## src/rtl/srt_pkg.sv

```systemverilog
// ---------------------------------------------------------------------------
// srt_pkg - shared types and constants of the sector remap table
// Request and result structs, field codes and the controller command and
// status groups.
// ---------------------------------------------------------------------------
package srt_pkg;

  localparam int SECTOR_W    = 48;
  localparam int NUM_SLOTS   = 1024;
  localparam int IDX_W       = $clog2(NUM_SLOTS);
  localparam int COUNT_W     = 11;
  localparam int GEN_W       = 32;
  localparam int TOTAL_W     = 64;

  // request kind
  localparam logic KIND_ADD    = 1'b0;
  localparam logic KIND_LOOKUP = 1'b1;

  // result status
  localparam logic [1:0] STAT_OK   = 2'd0;
  localparam logic [1:0] STAT_FULL = 2'd1;
  localparam logic [1:0] STAT_DUP  = 2'd2;

  typedef struct packed {
    logic                kind;
    logic [SECTOR_W-1:0] bad_lba;
    logic [SECTOR_W-1:0] spare_lba;
  } req_t;

  typedef struct packed {
    logic [1:0]          status;
    logic                found;
    logic [SECTOR_W-1:0] spare_out;
    logic [COUNT_W-1:0]  entries_used;
    logic [GEN_W-1:0]    generation_out;
  } res_t;

  // which result the datapath registers this cycle
  typedef enum logic [2:0] {
    RES_NONE,
    RES_FULL,
    RES_DUP,
    RES_HIT,
    RES_MISS,
    RES_ADDED
  } res_sel_t;

  typedef struct packed {
    logic     load;    // take the request beat
    logic     issue;   // read the next stored entry
    logic     commit;  // append the pair and bump the counters
    res_sel_t res_sel;
  } cmd_t;

  typedef struct packed {
    logic kind;
    logic full;
    logic match;    // the entry read last cycle holds the key
    logic pend;     // a read is in flight
    logic more_rd;  // filled entries remain to be read
  } stat_t;

endpackage

```

## src/rtl/srt_ctrl.sv

```systemverilog
// ---------------------------------------------------------------------------
// srt_ctrl - request sequencer of the sector remap table
// Takes a request, walks the filled entries and picks the result.
// ---------------------------------------------------------------------------
module srt_ctrl (
  input  logic           clk,
  input  logic           rst_n,
  input  logic           start,
  output logic           busy,
  input  srt_pkg::stat_t stat,
  output srt_pkg::cmd_t  cmd
);

  typedef enum logic {
    S_IDLE,
    S_SCAN
  } state_t;

  state_t state_r;
  state_t state_nxt;

  always_comb begin
    state_nxt   = state_r;
    cmd.load    = 1'b0;
    cmd.issue   = 1'b0;
    cmd.commit  = 1'b0;
    cmd.res_sel = srt_pkg::RES_NONE;
    case (state_r)
      S_IDLE: begin
        if (start) begin
          cmd.load  = 1'b1;
          state_nxt = S_SCAN;
        end
      end
      S_SCAN: begin
        if (stat.kind == srt_pkg::KIND_ADD && stat.full) begin
          cmd.res_sel = srt_pkg::RES_FULL;
          state_nxt   = S_IDLE;
        end else if (stat.match) begin
          cmd.res_sel = (stat.kind == srt_pkg::KIND_ADD) ? srt_pkg::RES_DUP
                                                          : srt_pkg::RES_HIT;
          state_nxt   = S_IDLE;
        end else if (!stat.pend && !stat.more_rd) begin
          // whole table read without a hit
          if (stat.kind == srt_pkg::KIND_ADD) begin
            cmd.commit  = 1'b1;
            cmd.res_sel = srt_pkg::RES_ADDED;
          end else begin
            cmd.res_sel = srt_pkg::RES_MISS;
          end
          state_nxt = S_IDLE;
        end else begin
          cmd.issue = stat.more_rd;
        end
      end
      default: begin
        state_nxt = S_IDLE;
      end
    endcase
  end

  always_ff @(posedge clk) begin
    if (!rst_n) begin
      state_r <= S_IDLE;
    end else begin
      state_r <= state_nxt;
    end
  end

  assign busy = (state_r != S_IDLE);

endmodule

```

## config.mk

```make
export PLATFORM = sky130hd
export DESIGN_NAME = srt_ctrl
export DESIGN_NICKNAME = d
export VERILOG_FILES = /design/src/rtl/srt_pkg.sv /design/src/rtl/srt_ctrl.sv
export SDC_FILE = /design/constraint.sdc
export NUM_CORES = 1
export LEC_CHECK = 0
export ABC_AREA = 0
export BUFFER_PORTS_ARGS = -buffer_cell sky130_fd_sc_hd__buf_4
export CAP_MARGIN = 20
export CORE_AREA = 3 3 40 42
export DETAILED_ROUTE_END_ITERATION = 10
export DIE_AREA = 0 0 43 45
export PLACE_DENSITY = 0.4
export SLEW_MARGIN = 20
export SYNTH_ARGS = -nofsm -noshare
export SYNTH_HDL_FRONTEND = slang
export SYNTH_SLANG_ARGS = --single-unit
```

## constraint.sdc

```tcl
create_clock -name clk -period 1 [get_ports clk]
set_clock_uncertainty 0.2 [all_clocks]
set_input_delay 0.05 -clock clk [delete_from_list [all_inputs] [get_ports clk]]
set_output_delay 0.05 -clock clk [all_outputs]
set_load 0.02 [all_outputs]
```

Yosys cells after proc, flatten, opt, wreduce, memory -nomap -nowiden. Index checks and enable logic that the tools add are counted. Widths: inputs -> output; s select.

$mul: 0. Div/mod/pow operators: 0. Shift-type cells: 0. Reductions and logical operators: 4. Eq/ne operators: 0. Mux-type cells: 16. Add/sub/neg operators: 0. Bitwise logic cells: 2. $lt $le $gt $ge: 0.

Operators by type and width (number): $mux 1 (9); $mux 3 (2); $mux 5 (1); $mux 2 (2); $mux 4 (1); $logic_and 1x1->1 (2); $logic_not 1->1 (2); $not 1->1 (2); $pmux 1 s2 (1).

Memory bits (writable): 0. Memories kept: 0. Logic and storage cells: 23. ROM bits: 0. Output and inout port bits: 7. Register bits after elaboration: 1. Latch bits: 0.

Depth between registers and ports, before layout.
Depth in word-level cells: 6. Depth in mapped cells: 2.

Least setup slack after synthesis. OpenSTA, ideal clock, no wires.

Path kind: reg2out. From: reg state_r (netlist: busy). To: out cmd[2] (netlist name). Path buffers: 0. Slack: -532 ps. Stages on the path, launching flop included: 3. Arrival time: 1282 ps. Path through: dfxtp_1 -> nand2b_1 -> nor4_1.

RTL lines: start, declared (line srt_ctrl.sv:19) `state_t state_r;`; start signal, assigned (line srt_ctrl.sv:66) `state_r <= state_nxt;`; end, declared (line srt_ctrl.sv:11) `output srt_pkg::cmd_t cmd`.

==> summary.md <==
| Metric | Value |
|---|---|
| Core Box Area | 1280 sq um |
| Crit path capture | cmd[3] |
| Top_reg_cell synth | dfxtp_1 |
| Crit share post-route | 109% |
| Synth Area in Simple Gates | 63.8% |
| Synthesis-stage register bit count | 1 |
| Worst skew pair latency | 0 ns |
| Vias | 219 |
| I/O Buffers | 14 |
| Min cycle time layout | 1.09 ns |
| P per Cell Area | 499 nW/um^2 |
| Die width | 43 um |
| Synth Area in XOR/XNOR | 0% |
| Initial antenna violation count | 0 |
| First-pass DRT Iterations | 1 |
| GR Util All Layers | 6.14% |
| Maximum VDD drop | 0.000198 V |
| Routability cong. | 0.664 |
| Post-place setup slack | -0.139 ns |
| Async SR Flop Fraction | 0% |
| Global-route wire length before repair | 986 um |
| Residual DRC | 0 |
| Final Hold Fails | 0 |
| Max Cap Viol | 0 |
| Area leader, netlist | dfxtp_1 |
| Layout cell share with drive strength beyond 1 | 86.5% |
| Mapped Area | 118 sq um |
| Nets | 47 |
| Synth Area in Adders | 0% |
| Syn Inst Count | 16 |
| Unique masters post-synth | 14 |
| Yosys top cell area share | 17.0% |
| P_leak | 0.176 nW |
| HP Class | input pin to flip-flop |
| Required @ worst endpoint | 0.75 ns |
| Hold_ws | 0.111 ns |
| RSZ-0062 raised after global routing | true |
| Fill cells | 142 |
| Synth area leaders | dfxtp_1, nand2b_1, nor2b_1 |
| Max-slew violations | 0 |
| R2R cell count | 3 |
| Fmax | 0.922 GHz |
| Largest family of logic cells by synthesized area | simple AND/OR/NAND/NOR gates |
| CP max FO | 2 |
| Syn Nets | 24 |
| Die area | 1940 sq um |
| Reg clk slew, reported paths | 0 ns |
| Hpwl dp | 445 um |
| Failing checks | negative setup slack |
| WL/cell | 10.7 um |
| Sequential area share after synthesis | 17.0% |
| Min setup slack post-route | -0.0850 ns |
| Leading cell type in the layout, fill and taps excluded | buf_6 |
| Post-synth top cells | nand2b_1, nor2b_1 |
| EDFF count, synth | 0 |
| Synth warn | 0 |
| R2r setup slk | 0.03 ns |
| Crit path launch | stat[1] |
| Rows | 13 |
| Vias in the first global route | 237 |
| Multiplexer share of the synthesized area | 0% |
| # setup viols final | 4 |
| Layout area overhead | 249% |
| Crit Path Category | input pin to output port |
| Post-CTS Hold Fix Bufs | 0 |
| Worst Tran Pin Value | 0.201 ns |
| CP Launch Type | input pin |
| Antenna Cells | 0 |
| Most frequent cells in the layout | buf_6, buf_4 |
| Final ANT Viol Nets | 0 |
| Ports | 15 |
| Critical Path Sink Type | output port |
| CP arrival | 0.84 ns |
| Synth Area per Inst | 7.35 sq um |
| Starting DRT DRC Count | 0 |
| Capturing point of the worst reg2reg path | busy |
| Grt ovf | 0 |
| Compound-Gate Fraction of Synth Area | 19.1% |
| Largest net degree at the start of global routing | 5 |
| DR vias/cell | 4.21 |
| Run status | complete, but fails checks |
| FF-to-FF Start | busy |
| Initial Util | 9.15% |
| WL final | 554 um |
| Pwr Total | 0.000205 W |
| Die height | 45 um |
| Largest register FFs | 1 |
| Max_slew headroom | 86.4% |
[report_power, final]
part	internal, W	leakage (nW)	switching [W]	total, W
Combinational	0.0000898	0.167	0.0000663	0.000156
Sequential	0.0000435	0.00892	0.00000503	0.0000485
Clock	0	0	0	0
[stage by stage]
| stage | cells | setup TNS, ns | utilization, % | instance area (sq um) |
|---|---|---|---|---|
| 6_report | 52 | -0.139 | 31.9 | 410 |
| 5_1_grt | 52 | -0.315 | 31.9 | 410 |
| 4_1_cts | 52 | -0.123 | 29.6 | 380 |
| 3_5_place_dp | 51 | -0.324 | 25.9 | 333 |
| 3_3_place_gp | 51 | -0.282 | 25.9 | 333 |
| 2_1_floorplan | 16 | -0.0461 | - | 164 |
[cell families after synthesis]
| logic type | count (synthesis) |
|---|---|
| flops | 1 |
| compound gates | 3 |
| simple gates | 12 |
[cell type report]
| type | count | area [sq um] | area share, % |
|---|---|---|---|
| Timing Repair Buffer | 21 | 203 | 49.4 |
| Multi-Input combinational cell | 15 | 165 | 40.2 |
| Sequential cell | 1 | 23.8 | 5.79 |
| Tap cell | 15 | 18.8 | 4.57 |
[how the worst min path moves through the flow]
| stage | slack, ns | from | cells after the start | endpoint |
|---|---|---|---|---|
| after floorplan | -0.06 | stat[0] | 1 | cmd[2] |
| after global placement | 0.09 | start | 3 | busy |
| after detailed placement | 0.11 | start | 3 | busy |
| after CTS | 0.10 | start | 3 | busy |
| after global routing | 0.14 | start | 3 | busy |
| final | 0.11 | start | 3 | busy |
[critical path, stage by stage]
cell	delay [ns]
buf_6	0.09
or3_4	0.38
nor3_4	0.17
buf_6	0.14
[per-layer routing]
layer / up-vias / share of wire, % / GRT usage [%]
met4: 0 / 0 / 0
li1: 104 / - / -
met1: 101 / 43 / 8.11
met5: - / 0 / 0
met3: 0 / 13 / 1.20
met2: 14 / 45 / 11.1
[repair_timing]
item	CTS	global route
pin swaps	4	4
endpoints found under the setup margin	5	7
resized for setup	10	8
buffers inserted	2	0
Note: power is estimated with default switching activity, not from simulation.
